===== config.mk =====
export PLATFORM = sky130hd
export DESIGN_NAME = button_debounce_long_press_unit_flat
export DESIGN_NICKNAME = d
export VERILOG_FILES = /design/src/design/bdlp_pkg.sv /design/src/design/bdlp_sample_if.sv /design/src/design/bdlp_result_if.sv /design/src/design/button_debounce_long_press_unit.sv /design/src/flat_wrapper.sv
export VERILOG_INCLUDE_DIRS = /design/src /design/src/design
export SDC_FILE = /design/constraint.sdc
export NUM_CORES = 1
export LEC_CHECK = 0
export BUFFER_PORTS_ARGS = -buffer_cell sky130_fd_sc_hd__buf_2
export CAP_MARGIN = 40
export CELL_PAD_IN_SITES_DETAIL_PLACEMENT = 0
export CELL_PAD_IN_SITES_GLOBAL_PLACEMENT = 2
export CORE_AREA = 10 10 314 316
export CTS_BUF_LIST = sky130_fd_sc_hd__clkbuf_8
export DETAILED_ROUTE_END_ITERATION = 6
export DIE_AREA = 0 0 324 326
export PLACE_DENSITY_LB_ADDON = 0.25
export SYNTH_ARGS = -nofsm -noshare
export SYNTH_HDL_FRONTEND = slang
export SYNTH_SLANG_ARGS = --single-unit

===== constraint.sdc =====
create_clock -name clk -period 10.7 [get_ports clk]
set_input_delay 2.14 -clock clk [delete_from_list [all_inputs] [get_ports clk]]
set_output_delay 2.14 -clock clk [all_outputs]
set_load 0.01 [all_outputs]

===== src/design/button_debounce_long_press_unit_defines.svh =====
// ----------------------------------------------------------------------------
// Button debounce assertion macros
// Shared concurrent assertion forms, clocked on clk and disabled in reset.
// ----------------------------------------------------------------------------
`ifndef BUTTON_DEBOUNCE_LONG_PRESS_UNIT_DEFINES_SVH
`define BUTTON_DEBOUNCE_LONG_PRESS_UNIT_DEFINES_SVH

// Same-cycle implication.
`define BDLP_ASSERT_NOW(label, ante, cons, msg) \
	label: assert property (@(posedge clk) disable iff (!arst_n) (ante) |-> (cons)) \
		else $error(msg);

// Next-cycle implication.
`define BDLP_ASSERT_NEXT(label, ante, cons, msg) \
	label: assert property (@(posedge clk) disable iff (!arst_n) (ante) |=> (cons)) \
		else $error(msg);

`endif


===== src/design/bdlp_pkg.sv =====
// ----------------------------------------------------------------------------
// Button debounce package
// Field widths, action codes, register indexes and the result beat type.
// ----------------------------------------------------------------------------
package bdlp_pkg;

	localparam int BTN_W   = 3;
	localparam int TIME_W  = 32;
	localparam int CFG_W   = 16;
	localparam int MAX_BTN = 1 << BTN_W;

	// Result queue depth; one item may push two beats.
	localparam int RES_DEPTH = 4;
	localparam int RES_PTR_W = $clog2(RES_DEPTH);
	localparam int RES_CNT_W = $clog2(RES_DEPTH + 1);

	typedef enum logic [1:0] {
		ACT_PRESS   = 2'd0,
		ACT_RELEASE = 2'd1,
		ACT_SHORT   = 2'd2,
		ACT_LONG    = 2'd3
	} action_t;

	typedef enum logic {
		CFG_DEBOUNCE   = 1'b0,
		CFG_LONG_PRESS = 1'b1
	} cfg_index_t;

	typedef struct packed {
		logic [BTN_W-1:0] event_button;
		action_t          action;
		logic             last_event;
	} result_t;

endpackage


===== src/design/bdlp_sample_if.sv =====
// ----------------------------------------------------------------------------
// Button sample channel
// Valid/ready channel that carries one raw button sample per beat.
// ----------------------------------------------------------------------------
interface bdlp_sample_if;

	logic        valid;
	logic        ready;
	logic [2:0]  button_index;
	logic        raw_level;
	logic [31:0] now_ms;

	modport source (output valid, output button_index, output raw_level,
		output now_ms, input ready);
	modport sink (input valid, input button_index, input raw_level,
		input now_ms, output ready);

endinterface


===== src/design/bdlp_result_if.sv =====
// ----------------------------------------------------------------------------
// Button event channel
// Valid/ready channel that carries one button event per beat.
// ----------------------------------------------------------------------------
interface bdlp_result_if;

	logic       valid;
	logic       ready;
	logic [2:0] event_button;
	logic [1:0] action;
	logic       last_event;

	modport source (output valid, output event_button, output action,
		output last_event, input ready);
	modport sink (input valid, input event_button, input action,
		input last_event, output ready);

endinterface


===== src/design/button_debounce_long_press_unit.sv =====
// ----------------------------------------------------------------------------
// Button debounce with long-press classification
// Per-button debounce on timestamped raw samples, emitting press, release
// and short or long press events.
// ----------------------------------------------------------------------------
//
//   channel   dir  handshake     beat contents
//   sample    in   valid/ready   button_index, raw_level, now_ms
//   result    out  valid/ready   event_button, action, last_event
//   cfg       in   cfg_we        cfg_index, cfg_data (no read-back)
//
// A sample is captured in the input register and processed from there;
// a new sample is taken every cycle while the result queue has room for two.
// A press yields one beat and a release two, and the result port drains one
// beat per cycle while ready is high, so a steady run of releases fills the queue and stalls the input.
// Reset clears all per-button state at once; no clearing sweep is needed.
// A stalled result port backs up into the queue, then the input register.
// ----------------------------------------------------------------------------
`include "button_debounce_long_press_unit_defines.svh"

module button_debounce_long_press_unit #(
	parameter int NUM_BUTTONS = 8
) (
	input  logic                          clk,
	input  logic                          arst_n,
	input  logic                          cfg_we,
	input  bdlp_pkg::cfg_index_t          cfg_index,
	input  logic [bdlp_pkg::CFG_W-1:0]    cfg_data,
	bdlp_sample_if.sink                   sample,
	bdlp_result_if.source                 result
);

	import bdlp_pkg::*;

	// The index field is three bits wide, so only the first eight buttons
	// can ever be addressed; storage is sized to what is reachable.
	localparam int DEPTH = (NUM_BUTTONS < MAX_BTN) ? NUM_BUTTONS : MAX_BTN;
	localparam int IDX_W = (DEPTH > 1) ? $clog2(DEPTH) : 1;
	localparam logic [BTN_W:0] BTN_LIMIT = (BTN_W+1)'(DEPTH);

	// Configuration registers.
	logic [CFG_W-1:0] debounce_q;
	logic [CFG_W-1:0] long_press_q;

	always_ff @(posedge clk or negedge arst_n) begin
		if (!arst_n) begin
			debounce_q   <= CFG_W'(20);
			long_press_q <= CFG_W'(300);
		end else if (cfg_we) begin
			case (cfg_index)
				CFG_DEBOUNCE:   debounce_q   <= cfg_data;
				CFG_LONG_PRESS: long_press_q <= cfg_data;
				default: ;
			endcase
		end
	end

	// Input register: holds the sample being processed this cycle.
	logic              valid_s1;
	logic [BTN_W-1:0]  btn_s1;
	logic              raw_s1;
	logic [TIME_W-1:0] now_s1;

	// Result queue.
	result_t              res_q [RES_DEPTH];
	logic [RES_PTR_W-1:0] rd_ptr_q;
	logic [RES_PTR_W-1:0] wr_ptr_q;
	logic [RES_CNT_W-1:0] count_q;

	logic fire_s1;
	logic pop;

	// The item is processed only when two result slots are free, so a
	// release can always push both of its beats at once.
	assign fire_s1      = valid_s1 && (count_q <= RES_CNT_W'(RES_DEPTH - 2));
	assign sample.ready = !valid_s1 || fire_s1;
	assign pop          = result.valid && result.ready;

	always_ff @(posedge clk or negedge arst_n) begin
		if (!arst_n) begin
			valid_s1 <= 1'b0;
		end else if (sample.ready) begin
			valid_s1 <= sample.valid;
		end
	end

	always_ff @(posedge clk) begin
		if (sample.ready && sample.valid) begin
			btn_s1 <= sample.button_index;
			raw_s1 <= sample.raw_level;
			now_s1 <= sample.now_ms;
		end
	end

	// Per-button state.
	logic              last_raw_q    [DEPTH];
	logic [TIME_W-1:0] change_time_q [DEPTH];
	logic              stable_q      [DEPTH];
	logic [TIME_W-1:0] press_start_q [DEPTH];

	logic              in_range;
	logic [IDX_W-1:0]  idx;
	logic              raw_changed;
	logic [TIME_W-1:0] change_time_nx;
	logic [TIME_W-1:0] held_time;
	logic [TIME_W-1:0] press_time;
	logic              stable_change;
	logic              is_long;
	logic              upd;
	logic              push_one;
	logic              push_two;

	always_comb begin
		in_range = {1'b0, btn_s1} < BTN_LIMIT;
		// Out-of-range samples point at entry zero but never write it.
		idx = in_range ? btn_s1[IDX_W-1:0] : '0;
		raw_changed    = raw_s1 != last_raw_q[idx];
		change_time_nx = raw_changed ? now_s1 : change_time_q[idx];
		held_time      = now_s1 - change_time_nx;
		press_time     = now_s1 - press_start_q[idx];
		stable_change  = in_range && (held_time >= {16'd0, debounce_q})
			&& (raw_s1 != stable_q[idx]);
		is_long  = press_time >= {16'd0, long_press_q};
		upd      = fire_s1 && in_range;
		push_one = fire_s1 && stable_change && raw_s1;
		push_two = fire_s1 && stable_change && !raw_s1;
	end

	always_ff @(posedge clk or negedge arst_n) begin
		if (!arst_n) begin
			for (int i = 0; i < DEPTH; i++) begin
				last_raw_q[i]    <= 1'b0;
				change_time_q[i] <= '0;
				stable_q[i]      <= 1'b0;
				press_start_q[i] <= '0;
			end
		end else if (upd) begin
			last_raw_q[idx]    <= raw_s1;
			change_time_q[idx] <= change_time_nx;
			if (stable_change) begin
				stable_q[idx] <= raw_s1;
				if (raw_s1) begin
					press_start_q[idx] <= now_s1;
				end
			end
		end
	end

	// Queue writes: a press pushes one beat, a release pushes the release
	// beat followed by its short or long classification.
	result_t beat_a;
	result_t beat_b;

	always_comb begin
		beat_a.event_button = btn_s1;
		beat_a.action       = raw_s1 ? ACT_PRESS : ACT_RELEASE;
		beat_a.last_event   = raw_s1;
		beat_b.event_button = btn_s1;
		beat_b.action       = is_long ? ACT_LONG : ACT_SHORT;
		beat_b.last_event   = 1'b1;
	end

	always_ff @(posedge clk) begin
		if (push_one || push_two) begin
			res_q[wr_ptr_q] <= beat_a;
		end
		if (push_two) begin
			res_q[wr_ptr_q + RES_PTR_W'(1)] <= beat_b;
		end
	end

	logic [RES_CNT_W-1:0] push_cnt;

	always_comb begin
		push_cnt = push_two ? RES_CNT_W'(2) : (push_one ? RES_CNT_W'(1) : '0);
	end

	always_ff @(posedge clk or negedge arst_n) begin
		if (!arst_n) begin
			rd_ptr_q <= '0;
			wr_ptr_q <= '0;
			count_q  <= '0;
		end else begin
			wr_ptr_q <= wr_ptr_q + push_cnt[RES_PTR_W-1:0];
			if (pop) begin
				rd_ptr_q <= rd_ptr_q + RES_PTR_W'(1);
			end
			count_q <= count_q + push_cnt - (pop ? RES_CNT_W'(1) : '0);
		end
	end

	result_t head;

	assign head                = res_q[rd_ptr_q];
	assign result.valid        = count_q != '0;
	assign result.event_button = head.event_button;
	assign result.action       = head.action;
	assign result.last_event   = head.last_event;

	// Assertions.
	`BDLP_ASSERT_NOW(a_count_bound, 1'b1, count_q <= RES_CNT_W'(RES_DEPTH),
		"result queue overfilled")
	`BDLP_ASSERT_NOW(a_release_pair, result.valid && head.action == ACT_RELEASE,
		count_q >= RES_CNT_W'(2), "release beat without its classification queued")
	`BDLP_ASSERT_NEXT(a_s1_hold, valid_s1 && !fire_s1,
		valid_s1 && $stable(btn_s1) && $stable(raw_s1) && $stable(now_s1),
		"stalled sample lost from input register")
	`BDLP_ASSERT_NEXT(a_push_count, push_two,
		count_q == $past(count_q) + RES_CNT_W'(2) - ($past(pop) ? RES_CNT_W'(1) : '0),
		"release did not queue two beats")

endmodule


===== src/flat_wrapper.sv =====
// flat-port wrapper written by rule: the top's interface ports become plain ports
module button_debounce_long_press_unit_flat import bdlp_pkg::*;
#(
	parameter int NUM_BUTTONS = 8
)
  (clk, arst_n, cfg_we, cfg_index, cfg_data, sample_valid, sample_button_index, sample_raw_level, sample_now_ms, sample_ready, result_valid, result_event_button, result_action, result_last_event, result_ready);
  bdlp_sample_if sample_i ();
  bdlp_result_if result_i ();
  input  logic clk;
  input  logic arst_n;
  input  logic cfg_we;
  input  bdlp_pkg::cfg_index_t cfg_index;
  input  logic [bdlp_pkg::CFG_W-1:0] cfg_data;
  input wire logic [$bits(sample_i.valid)-1:0] sample_valid;
  input wire logic [$bits(sample_i.button_index)-1:0] sample_button_index;
  input wire logic [$bits(sample_i.raw_level)-1:0] sample_raw_level;
  input wire logic [$bits(sample_i.now_ms)-1:0] sample_now_ms;
  output wire logic [$bits(sample_i.ready)-1:0] sample_ready;
  output wire logic [$bits(result_i.valid)-1:0] result_valid;
  output wire logic [$bits(result_i.event_button)-1:0] result_event_button;
  output wire logic [$bits(result_i.action)-1:0] result_action;
  output wire logic [$bits(result_i.last_event)-1:0] result_last_event;
  input wire logic [$bits(result_i.ready)-1:0] result_ready;
  assign sample_i.valid = sample_valid;
  assign sample_i.button_index = sample_button_index;
  assign sample_i.raw_level = sample_raw_level;
  assign sample_i.now_ms = sample_now_ms;
  assign sample_ready = sample_i.ready;
  assign result_valid = result_i.valid;
  assign result_event_button = result_i.event_button;
  assign result_action = result_i.action;
  assign result_last_event = result_i.last_event;
  assign result_i.ready = result_ready;
  button_debounce_long_press_unit #(.NUM_BUTTONS(NUM_BUTTONS)) u_core (.clk(clk), .arst_n(arst_n), .cfg_we(cfg_we), .cfg_index(cfg_index), .cfg_data(cfg_data), .sample(sample_i), .result(result_i));
endmodule

==> out/results.ini <==
[logic_synthesis]
synthCells = 2833
synthTopCellsByCount = 562 x dfrtp_1, 349 x nand2_1, 321 x o21ai_0
yosys-top-cells-area = dfrtp_1 44%, mux2_4 11%, o21ai_0 5.0%
yosysSeqAreaShare_pct = 49.7
synth_ff_type = dfrtp_1
synthXorXnorAreaFrac_pct = 1.28
muxShareOfSynthArea_pct = 13.9
ys_types = 84
synthAdderAreaFrac_pct = 3.96
synth_most_common_cell = dfrtp_1
synth_nets = 2990
synth_top_area_cell = dfrtp_1
synth_edf_count = 52
yosysWarningCount = 0
syn_area_um2 = 32100
async_reset_ff_share_pct = 90.4
yosys.area_share.simple_pct = 9.18
ys_ff_latch = 628
synth_compound_area_share_pct = 17.3
avgSynthCellArea_um2 = 11.3
synth_top_family_by_area = compound AO/OA/AOI/OAI gates
synth_top_area_share_pct = 43.9

[placement]
routabilityCongestion = 0.878
hpwl_um = 63700
numPortBuffers = 65

[die]
dieArea_um2 = 106000
row_count = 112
start_util_pct = 34.7
core-area_um2 = 92500
die_w_um = 324
fp.dieH_um = 326
ioPinCount = 66

[layout]
nets = 3048
syn_to_final_growth_pct = 11.8
final.fill_count = 8960
drive_gt1_share_pct = 21.5

[sta]
final.min_clock_period_ns = 9.67
min_period_over_period_pct = 90.4
slew_viol_final = 0
worst_pin_slew_ns = 1.02
final-hold-violation-count = 0
fmax_mhz = 103
setup-tns-final_ns = 0
fin_worst_skew_ns = 0.0379
rsz0062_at_grt = no
max_slew_margin_pct = 32.1
setup_violations = 0

[worst_setup_path]
r2r_setup_slack_ns = 1.03
crit_type = reg2reg
cp.required_ns = 11.32
critical_path.max_stage_delay_ns = 0.70
cp-start-kind = register
crit_start = u_core.btn_s1[0]$_DFFE_PP_
cp_slowest_cell = edfxtp_1
r2r-start = u_core.btn_s1[0]$_DFFE_PP_
arrival_ns = 10.29
crit_path_end_kind = register
worstPathMaxFanout = 35

[clock_network]
ctsResizeCount = 0
tritoncts = done
cts.path.max_buffers = 3
cts_root_buffer = clkbuf_8
post_cts.repair.setup_buffers = 0
path_clk_slew_ns = 0.06
numCtsBuffers = 113
clk_latency_ns = 0.75
htreeDepth = 3
cts_hold_buf = 0
clkSinkCount = 628

[drt]
drtIter0Drc = 1561
drcViolationCount = 0
finalWirelength_um = 101000
avgViaCountPerCell = 5.48
firstDrtPassIters = 5
wl_per_cell_um = 24.1
vias = 22910
ant_nets = 0

[worst_hold_path]
worstHoldPathType = reg2reg
hold_start = u_core.res_q[1][0]$_SDFFE_PP1N_

[global_routing]
grt_max_degree = 165
grt_first_pass_wirelength_um = 153000
grt_pass1_vias = 23473
grt_usage_pct = 18.8
overflow = 0
antenna_found_initial = 3

[power]
vdd_drop_max_mv = 0.118
p_leak_uw = 0.0166
finalPower_uw = 11000
cellPowerDensity_nw_per_um2 = 307

[outcome]
status = completed

[job]
maxCapViolCount = 0

==> final timing paths <==
path / to / depth (start not counted)
setup / recovery: u_core.count_q[2]$_DFF_PN0_ / 33
hold / removal: u_core.res_q[1][0]$_SDFFE_PP1N_ / 2
setup reg to reg: u_core.count_q[2]$_DFF_PN0_ / 33
hold reg to reg: u_core.res_q[1][0]$_SDFFE_PP1N_ / 2
max in group asynchronous: u_core.change_time_q[118]$_DFFE_PN0P_ / 2
min in group asynchronous: u_core.press_start_q[97]$_DFFE_PN0P_ / 1
==> registers in the layout, summed over array words and instances (netlist names) <==
| name | flops |
|---|---|
| u_core.change_time_q | 256 |
| u_core.count_q | 3 |
| u_core.long_press_q | 16 |
| u_core.now_s1 | 32 |
| u_core.press_start_q | 256 |
| u_core.res_q | 24 |
| u_core.rd_ptr_q | 2 |
| u_core.debounce_q | 16 |
| u_core.btn_s1 | 3 |
| u_core.valid_s1 | 1 |
| u_core.raw_s1 | 1 |
| u_core.last_raw_q | 8 |
| u_core.wr_ptr_q | 2 |
| u_core.stable_q | 8 |
==> critical path, delay by kind of cell, from the launching register on <==
family / cells / cell delay [ns]
AOI/OAI and AO/OA: 11 / 3.06
xor gates and xnor gates: 3 / 0.45
adders and majority gates: 4 / 1.45
DFF: 1 / 0.70
and+or+nand+nor: 15 / 3.83
==> cells in the final DEF (no fill, tap or decap), types with 16 or more instances in the layout <==
| master | synthesis | layout |
|---|---|---|
| a21o_1 | 27 | 27 |
| a21oi_1 | 99 | 99 |
| a221oi_1 | 32 | 32 |
| a22o_1 | 36 | 36 |
| a22oi_1 | 191 | 191 |
| a31oi_1 | 41 | 41 |
| and4_1 | 30 | 30 |
| buf_2 | 2 | 64 |
| buf_4 | 0 | 53 |
| clkbuf_8 | 0 | 135 |
| clkinv_2 | 0 | 18 |
| dfrtp_1 | 562 | 562 |
| edfxtp_1 | 52 | 52 |
| ha_1 | 96 | 96 |
| inv_1 | 84 | 127 |
| mux2_2 | 48 | 48 |
| mux2_4 | 240 | 240 |
| mux2i_1 | 16 | 16 |
| nand2_1 | 349 | 340 |
| nand3_1 | 31 | 31 |
| nand4_1 | 22 | 22 |
| nor2_1 | 76 | 72 |
| nor3_1 | 26 | 22 |
| o21ai_0 | 321 | 321 |
| xnor2_1 | 31 | 31 |
| xor2_1 | 16 | 16 |
==> cell families after synthesis <==
family,count (synthesis)
AND/OR/NAND/NOR,613
XOR/XNOR,47
adder cells (fa/ha/maj),100
buffers and inverters,276
flip-flops,628
multiplexers,311
AO/OA/AOI/OAI,858
==> cell type report <==
type | count | area, um^2 | share of cell area (%)
well taps | 1197 | 1500 | 4.18
multi-input cells | 1929 | 14700 | 41.1
repair buffers | 133 | 1080 | 3.01
diodes | 2 | 5.00 | 0.0140
clock buffers | 135 | 1860 | 5.18
clock inverters | 69 | 408 | 1.14
flip-flops and latches | 628 | 15900 | 44.5
inverters | 86 | 323 | 0.900
==> report_power, final <==
group | internal (uW) | total (uW) | switching [uW]
sequential | 3320 | 3970 | 646
clock | 1220 | 2260 | 1040
combinational | 2000 | 4790 | 2780
==> routing by layer <==
layer,GRT usage [%],vias up,share of wire [%]
met2,30.1,563,46
li1,-,10520,-
met1,26.1,11706,47
met4,4.95,0,1.8
met3,2.93,121,4.6
met5,0,-,0
==> metrics by stage <==
step                worst slack, ns  std cells  utilization, %  hold slack [ns]  instance area (um^2)
finish                         1.03       4179            38.8            0.450                 35900
global route                  0.326       4178            38.8            0.465                 35900
CTS                            1.08       4177            38.8            0.452                 35900
detailed placement             1.12       3973            36.3            0.442                 33600
global placement               1.24       3961            36.0            0.439                 33300
floorplan                      2.34       2833               -            0.420                 32100
No activity file was read; power rests on OpenSTA's default activity.
